`src/design/lci_pkg.sv`:
```
// Shared types, constants and rounding and saturation helpers for the line/circle intersection block.
package lci_pkg;

    // Fraction bits of the direction vector (Q2.14).
    localparam int DIR_FRAC_BITS = 14;

    // Steps of the digit-by-digit square root over a 64-bit radicand.
    localparam int SQRT_STEPS = 32;
    localparam int SQ_W = 64;

    // Widths of the input and result streams, padded to whole bytes.
    localparam int IN_DATA_W = 192;
    localparam int OUT_DATA_W = 136;

    // Result classes carried in hit_count.
    localparam logic [1:0] HITS_NONE = 2'd0;
    localparam logic [1:0] HITS_TANGENT = 2'd1;
    localparam logic [1:0] HITS_TWO = 2'd2;

    // Values that ride along with the square root.
    typedef struct packed {
        logic [1:0] hits;
        logic signed [32:0] d;
        logic signed [15:0] dx;
        logic signed [15:0] dy;
        logic signed [31:0] cx;
        logic signed [31:0] cy;
    } side_t;

    // Data handed from one square-root cell to the next.
    typedef struct packed {
        logic [SQ_W-1:0] rem;
        logic [SQ_W-1:0] res;
        side_t side;
    } sq_t;

    // One result item; hit_count sits in the lowest bits.
    typedef struct packed {
        logic signed [31:0] second_y;
        logic signed [31:0] second_x;
        logic signed [31:0] first_y;
        logic signed [31:0] first_x;
        logic [1:0] hit_count;
    } res_t;

    // Divide by 2^DIR_FRAC_BITS, rounding to nearest with ties away from zero.
    function automatic logic signed [36:0] round_shift(input logic signed [49:0] v);
        logic signed [50:0] t;
        logic signed [50:0] sh;
        t = 51'(v) + (51'sd1 <<< (DIR_FRAC_BITS - 1)) - 51'(v[49] ? 2'sd1 : 2'sd0);
        sh = t >>> DIR_FRAC_BITS;
        return sh[36:0];
    endfunction

    // Saturate to a signed 32-bit coordinate.
    function automatic logic signed [31:0] sat32(input logic signed [37:0] v);
        logic signed [31:0] r;
        if (v > 38'sh007FFFFFFF)
        begin
            r = 32'sh7FFFFFFF;
        end
        else if (v < -38'sh0080000000)
        begin
            r = 32'sh80000000;
        end
        else
        begin
            r = v[31:0];
        end
        return r;
    endfunction

endpackage

```
`src/design/lci_out_skid.sv`:
```
// Output register with one skid entry that decouples the result stream from the pipeline.
module lci_out_skid (
    input  logic           clk,
    input  logic           rst_n,
    input  logic           push,
    input  lci_pkg::res_t  push_data,
    output logic           full,
    output logic           out_valid,
    input  logic           out_ready,
    output lci_pkg::res_t  out_data
);

    logic           out_valid_reg;
    logic           skid_valid_reg;
    lci_pkg::res_t  out_data_reg;
    lci_pkg::res_t  skid_data_reg;
    logic           take;

    assign take = out_valid_reg && out_ready;

    always_ff @(posedge clk or negedge rst_n)
    begin
        if (!rst_n)
        begin
            out_valid_reg  <= 1'b0;
            skid_valid_reg <= 1'b0;
        end
        else if (take)
        begin
            if (skid_valid_reg)
            begin
                out_valid_reg  <= 1'b1;
                skid_valid_reg <= 1'b0;
            end
            else
            begin
                out_valid_reg <= push;
            end
        end
        else if (push)
        begin
            if (!out_valid_reg)
            begin
                out_valid_reg <= 1'b1;
            end
            else
            begin
                skid_valid_reg <= 1'b1;
            end
        end
    end

    always_ff @(posedge clk)
    begin
        if (take && skid_valid_reg)
        begin
            out_data_reg <= skid_data_reg;
        end
        else if (push && (take || !out_valid_reg))
        begin
            out_data_reg <= push_data;
        end
        if (push && !take && out_valid_reg)
        begin
            skid_data_reg <= push_data;
        end
    end

    assign full      = skid_valid_reg;
    assign out_valid = out_valid_reg;
    assign out_data  = out_data_reg;

endmodule
```
`config.mk`:
```
export PLATFORM = sky130hd
export DESIGN_NAME = lci_out_skid
export DESIGN_NICKNAME = d
export VERILOG_FILES = /design/src/design/lci_pkg.sv /design/src/design/lci_out_skid.sv
export SDC_FILE = /design/constraint.sdc
export NUM_CORES = 1
export LEC_CHECK = 0
export ABC_AREA = 1
export BUFFER_PORTS_ARGS = -buffer_cell sky130_fd_sc_hd__buf_2
export CAP_MARGIN = 20
export CORE_MARGIN = 4
export CORE_UTILIZATION = 39
export CTS_BUF_LIST = sky130_fd_sc_hd__clkbuf_8
export CTS_CLUSTER_DIAMETER = 40
export CTS_CLUSTER_SIZE = 16
export DETAILED_ROUTE_END_ITERATION = 8
export SYNTH_ARGS = -nofsm -noshare
export SYNTH_HDL_FRONTEND = slang
export SYNTH_SLANG_ARGS = --single-unit
```
`constraint.sdc`:
```
create_clock -name clk -period 9.5 [get_ports clk]
set_input_delay 1.9 -clock clk [delete_from_list [all_inputs] [get_ports clk]]
set_output_delay 1.9 -clock clk [all_outputs]
set_load 0.1 [all_outputs]
```
Yosys cells after proc, flatten, opt, wreduce, memory -nomap -nowiden
Index checks and enable logic that the tools add are counted.

storage, ports and cells
  flip-flop bits (word level) = 262
  output and inout port bits = 132
  word-level logic and storage cells = 32

operators by class
  mux-type cells = 8
  reductions and logical operators = 12

operators with widths
  cell                 number
  130-bit two-way mux  2
  1-bit two-way mux    6
  2-bit nonzero test   3
  1-bit logical AND    5
  1-bit logical NOT    2
  2-bit AND reduction  1
  1-bit logical OR     1

Logic depth before layout (Yosys ltp)
Gate-level depths: netlist (run 1).

  depth in word-level cells = 5
  mapped depth = 6

Least setup slack after synthesis (run 1)
No wires, ideal clock.

  kind = input to register
  start = input out_ready
  end = register skid_data_reg[0] (netlist bit), enable pin
  arrival = 7.774 ns
  required time = 8.880 ns
  setup slack = 1.106 ns
  cell stages on the path = 4
  path through = buf_2 -> buf_4 -> buf_4 -> nor2_1

on the way
  cells in the longest elaborated chain, start to end = 4

RTL lines
  element                         line                text
  from (decl)                     lci_out_skid.sv:9   input logic out_ready,
  1-bit logical AND               lci_out_skid.sv:19  assign take = out_valid_reg && out_ready;
  1-bit logical NOT               lci_out_skid.sv:63  if (push && !take && out_valid_reg)
  1-bit logical AND (2 in a row)  lci_out_skid.sv:63
  to (signal assigned)            lci_out_skid.sv:65  skid_data_reg <= push_data;
  to (decl)                       lci_out_skid.sv:16  lci_pkg::res_t skid_data_reg;

Every way passes these cells.
A chain may end at the register's enable or synchronous reset.

Worst setup path after layout (run 1)
  start = input out_ready
  end = register out_data_reg (netlist bit out_data[96]), enable pin

on the way
  cells in the longest elaborated chain, start to end = 4

RTL lines
  element                         line                text
  1-bit logical AND *             lci_out_skid.sv:19
  1-bit logical OR                lci_out_skid.sv:59  else if (push && (take || !out_valid_reg))
  1-bit logical AND               lci_out_skid.sv:59
  2-bit nonzero test (no line) *  n/a
  to (signal assigned)            lci_out_skid.sv:57  out_data_reg <= skid_data_reg;
  to (signal assigned)            lci_out_skid.sv:61  out_data_reg <= push_data;
  to (decl)                       lci_out_skid.sv:15  lci_pkg::res_t out_data_reg;

Every way passes the cells marked *; elsewhere a longest branch is shown, timed or not.

==> metrics.txt, run 1 <==
outcome finished clean; multiplexer area fraction after synthesis 0%; CTS tree yes; Initial Utilization 39.7%; Hold Crit Depth 2; Worst Tran Pin Value 1.15 ns; Clock Latency Late Sink 0.54 ns; max-cap viol count 0; vias in the first global route 6600; distinct cell type count after synthesis 13; R2R cell count 3; CP bufs+invs 2; row count 58; syn_nets 858; Post-Synthesis Cells 724; # IOs 266; Endpoint, Worst Hold out_data[48]; clock share of power 34.0%; synthesized area 9990 um2; clk root buf clkbuf_8; PD cells 256 nW/um2; GRT Util Overall 16.6%; CTS Buf Count 39; part of the cycle the worst path needs 48.2%; H-tree depth 2; worst hold slack 0.533 ns; # hold bufs at CTS 0; Critical Path RT 9.65 ns; wirelength, routed 24800 um; simple-gate share of the synthesized area 18.4%; final hold violations 0; Area Overhead vs Synth 24.9%; syn_area_per_cell 13.8 um2; yosys warns 0; pre-CTS setup slack 4.26 ns; Worst path depth 4; share of cells above drive strength 1 33.8%; crit-path max FO 66; Die H 168 um; largest stage delay on the critical path 0.90 ns; Sw Pwr 0.00110 W; Tmin final 4.58 ns; die width 168 um; via/cell ratio 5.01; final setup margin 4.92 ns; Finish-stage setup viols 0; crit-path cells buf_4 > nand3_4 > nand2_4 > buf_4; RR Endpoint out_data[96]; largest net degree at the start of global routing 96; delay-heaviest family, CP simple AND/OR/NAND/NOR gates; CP Class in -> reg; DP HPWL 14900 um; Logic pwr share 21.2%; IO Port Bufs 265; largest area contributor in the netlist edfxtp_1; RSZ-0062 raised after global routing false; R2R Path Start out_valid; Slew Viols, Final 0; CTS-repair resized insts 0; compound-cell area share of the yosys netlist 0%; Fmax 218 MHz; global-route wire length before repair 37500 um; Placer Congestion 0.754; adder-cell share of the synthesized area 0%; design area 12500 um2; leakage 5.20 nW; post-synth top area share 78.1%; Placed Area 11500 um2; Clock Sinks 262; Int Pwr 0.00209 W; GR Overflow Total 0; crit path max-delay cell type nand2_4; Setup crit end kind flip-flop; initial antenna violation count 5; sequential-to-total area share from yosys stat 78.6%; r2r setup slk 5.81 ns; Max clock buf depth 3; commonest non-fill, non-tap cell in the layout nand2_1; Final Net Count 1112; # DRC 0; final std cells w/o fill 1341; Area contributors post-synth edfxtp_1 (78%), nand2_1 (10%), nand4_1 (8.1%); final clock skew 0.0294 ns; drt first pass iters 5; HP Class reg -> reg; die area 28200 um2; Setup Total Neg Slack 0 ns; worst vdd ir 0.151 mV; Starting DRT DRC Count 582; register share of total power 44.8%; Core ar. 25200 um2; xor/xnor share of the synthesized area 0%; drt wl/cell 18.5 um; most frequent cells in the layout nand2_1 (266), buf_2 (264), edfxtp_1 (260), nand4_1 (130), clkbuf_8 (41); dpl cells 1267; hold_sp skid_data_reg[48]; #FFs+latches synth 262; largest family of logic cells by synthesized area simple AND/OR/NAND/NOR gates; Clock transition at path regs 0.07 ns; crit start category input port; vias after detailed routing 6717; Worst EP arrival 4.72 ns; Rel. slew slack 23.3%; post-route ant nets 0; sw frac 34.5%; postcts setup bufs 0; CP most frequent cell buf_4
[cell usage after synthesis]
cell type and n:
nand2_1 267, edfxtp_1 260, nand4_1 130, buf_2 35, clkbuf_1 16, buf_4 4
buf_1 3, inv_1 3, dfrtp_1 2, buf_6 1, nand3_2 1, nand3b_1 1
nor2_1 1
[layout make-up]
class,instances,area (um2)
Antenna cell,3,7.51
Clock buffer,41,564
Clock inverter,30,378
Fill cell,2255,12700
Inverter,3,11.3
Multi-Input combinational cell,400,1860
Sequential cell,262,7870
Tap cell,330,413
Timing Repair Buffer,272,1380
[per-stage QoR]
stage / utilization [%] / power [W]
2_1_floorplan: - / 0.00201
3_3_place_gp: 45.8 / 0.00214
3_5_place_dp: 45.8 / 0.00214
4_1_cts: 49.5 / 0.00323
5_1_grt: 49.6 / 0.00333
6_report: 49.6 / 0.00319
[kinds of logic after synthesis]
group,after synthesis
buffers and inverters,62
DFF,262
and+or+nand+nor,400
[worst min-delay path, cell delays in order (launching register included)]
cell and delay [ns]:
edfxtp_1 0.32, nand4_1 0.07, nand2_1 0.06
[how the worst max path moves through the flow]
| stage | start | endpoint | slack [ns] |
|---|---|---|---|
| after detailed placement | out_ready | out_data[97] | 4.26 |
| after global routing | out_ready | out_data[79] | 4.68 |
| after floorplan | out_ready | skid_data_reg[0] | 1.11 |
| after global placement | out_ready | out_data[97] | 4.26 |
| after CTS | out_ready | out_data[47] | 4.83 |
| final | out_ready | out_data[96] | 4.92 |
[power by group through the flow]
stage / Combinational [W] / Sequential, W / Clock [W]
6_report: 0.000679 / 0.00143 / 0.00108
3_5_place_dp: 0.000686 / 0.00146 / 0
3_3_place_gp: 0.000681 / 0.00146 / 0
2_1_floorplan: 0.000135 / 0.00188 / 0
5_1_grt: 0.000708 / 0.00144 / 0.00118
4_1_cts: 0.000685 / 0.00143 / 0.00111
[metal layers]
metal / track usage (%) / part of all wire (%)
met1: 22.0 / 41
met5: 0 / 0.057
met4: 5.86 / 2.3
met2: 27.1 / 50
met3: 3.97 / 6.9
No activity file was read; power rests on OpenSTA's default activity.
==> inputs of run 2 (changes only) <==
clock period = 4.4 ns   (was 9.5 ns; I/O delays follow)
==> metrics.txt, run 2 (synthesized netlist as in run 1, its figures left out) <==
Rel. slew slack 25.8% (+2.5 points); Setup crit end kind output port; Clock Latency Late Sink 0.54 ns (about the same); CTS-repair resized insts 0 (unchanged); leakage 5.19 nW (-0.23%); Final Net Count 1116 (+0.36%); DP HPWL 14200 um (-4.1%); CP bufs+invs 1 (-1); Area Overhead vs Synth 24.4%; Slew Viols, Final 0 (unchanged); Clock Sinks 262 (unchanged); delay-heaviest family, CP flip-flops; via/cell ratio 5.01 (about the same); # IOs 266 (unchanged); wirelength, routed 24700 um (-0.36%); drt wl/cell 18.3 um (-0.73%); RSZ-0062 raised after global routing false; Worst Tran Pin Value 1.11 ns (-0.0373 ns); H-tree depth 2 (unchanged); drt first pass iters 5 (unchanged); Worst EP arrival 2.15 ns (-2.57 ns); Finish-stage setup viols 0 (unchanged); postcts setup bufs 0 (unchanged); final clock skew 0.0237 ns (-0.00569 ns); final hold violations 0 (unchanged); most frequent cells in the layout nand2_1 (266), buf_2 (264), edfxtp_1 (260), nand4_1 (130), clkbuf_8 (45); Placer Congestion 0.719 (-4.6%); HP Class in -> async; commonest non-fill, non-tap cell in the layout nand2_1; max-cap viol count 0 (unchanged); CP Capture Point out_valid; crit-path cells buf_2; worst vdd ir 0.339 mV (+120%); worst setup path start out_valid; R2R Path Start out_valid; part of the cycle the worst path needs 68.8%; R2R cell count 5 (+2); GR Overflow Total 0 (unchanged); largest net degree at the start of global routing 131 (+36%); die area 28200 um2 (unchanged); r2r setup slk 1.63 ns (-4.18 ns); die width 168 um (unchanged); share of cells above drive strength 1 34.0% (+0.16 points); row count 58 (unchanged); CP Class reg -> out; crit start category flip-flop; crit path max-delay cell type dfrtp_4; RR Endpoint out_data[84]; Tmin final 3.03 ns; GR Util met2 26.4% (-0.72 points); Critical Path RT 3.52 ns (-6.13 ns); post-route ant nets 0 (unchanged); GR peak layer met2; crit-path max FO 81 (+23%); outcome finished clean; Initial Utilization 39.7% (unchanged); grt met3 use 4.53% (+0.56 points); Setup Total Neg Slack 0 ns (unchanged); design area 12400 um2 (-0.37%); Starting DRT DRC Count 566 (-2.7%); CTS Buf Count 42 (+7.7%); Max clock buf depth 3 (unchanged); Fmax 330 MHz; vias after detailed routing 6738 (+0.31%); Die H 168 um (unchanged); # hold bufs at CTS 0 (unchanged); clk root buf clkbuf_8; Placed Area 11500 um2 (+0.14%); Clock transition at path regs 0.06 ns (about the same); PD cells 541 nW/um2 (+110%); Worst path depth 1 (-3); GRT Util Overall 16.6% (about the same); CTS tree yes; IO Port Bufs 265 (unchanged); Core ar. 25200 um2 (unchanged); GR Util met1 22.8% (+0.80 points); vias in the first global route 6657 (+0.86%); global-route wire length before repair 37800 um (+0.77%); initial antenna violation count 3 (-2); # DRC 0 (unchanged); worst hold slack 0.127 ns (-0.406 ns); largest stage delay on the critical path 1.02 ns (+0.12 ns)
## run 2: changes by cell type in the layout (fill, tap and decap cells not counted), sizes merged
cell,delta
clkinvlp,+3
clkbuf,+4
inv,+8
bufinv,-5
buf,+1
diode,-2
clkinv,-4
## run 2: worst min-delay path by stage
stage / start / end / depth (start not counted)
after floorplan: skid_data_reg[0] / out_data[0] / 2
after global placement: skid_data_reg[22] / out_data[22] / 2
after detailed placement: skid_data_reg[112] / out_data[112] / 2
after CTS: rst_n / full / 1
after global routing: rst_n / out_valid / 1
final: rst_n / out_valid / 1
## run 2: routing by layer
layer	up-vias	share of wire (%)	wire length, um
li1	3200	-	-
met3	34	8.2	2020
met4	4	1.6	405
met1	3234	42	10500
met2	266	48	11800
met5	-	0.089	22
## run 2: stage by stage
step | power [W] | setup slack [ns] | utilization (%) | instances
2_1_floorplan | 0.00433 | 0.602 | - | 724
3_3_place_gp | 0.00462 | 1.51 | 45.9 | 1268
3_5_place_dp | 0.00463 | 1.48 | 45.9 | 1268
4_1_cts | 0.00681 | 1.28 | 49.4 | 1345
5_1_grt | 0.00700 | 1.25 | 49.4 | 1346
6_report | 0.00673 | 1.37 | 49.4 | 1346
## run 2: area by class of cell
cell class                      count  area [um2]
Clock buffer                       45         619
Fill cell                        2233       12700
Multi-Input combinational cell    400        1870
Tap cell                          330         413
Timing Repair Buffer              273        1390
Inverter                            3        11.3
Sequential cell                   262        7870
Clock inverter                     32         265
Antenna cell                        1        2.50
## run 2: power by group
part / total, W / internal (W) / switching (W) / leakage, nW
sequential: 0.00310 / 0.00300 / 0.0000998 / 2.49
clock: 0.00217 / 0.00112 / 0.00105 / 0.465
combinational: 0.00146 / 0.000200 / 0.00126 / 2.23
total: 0.00673 / 0.00432 / 0.00241 / 5.19
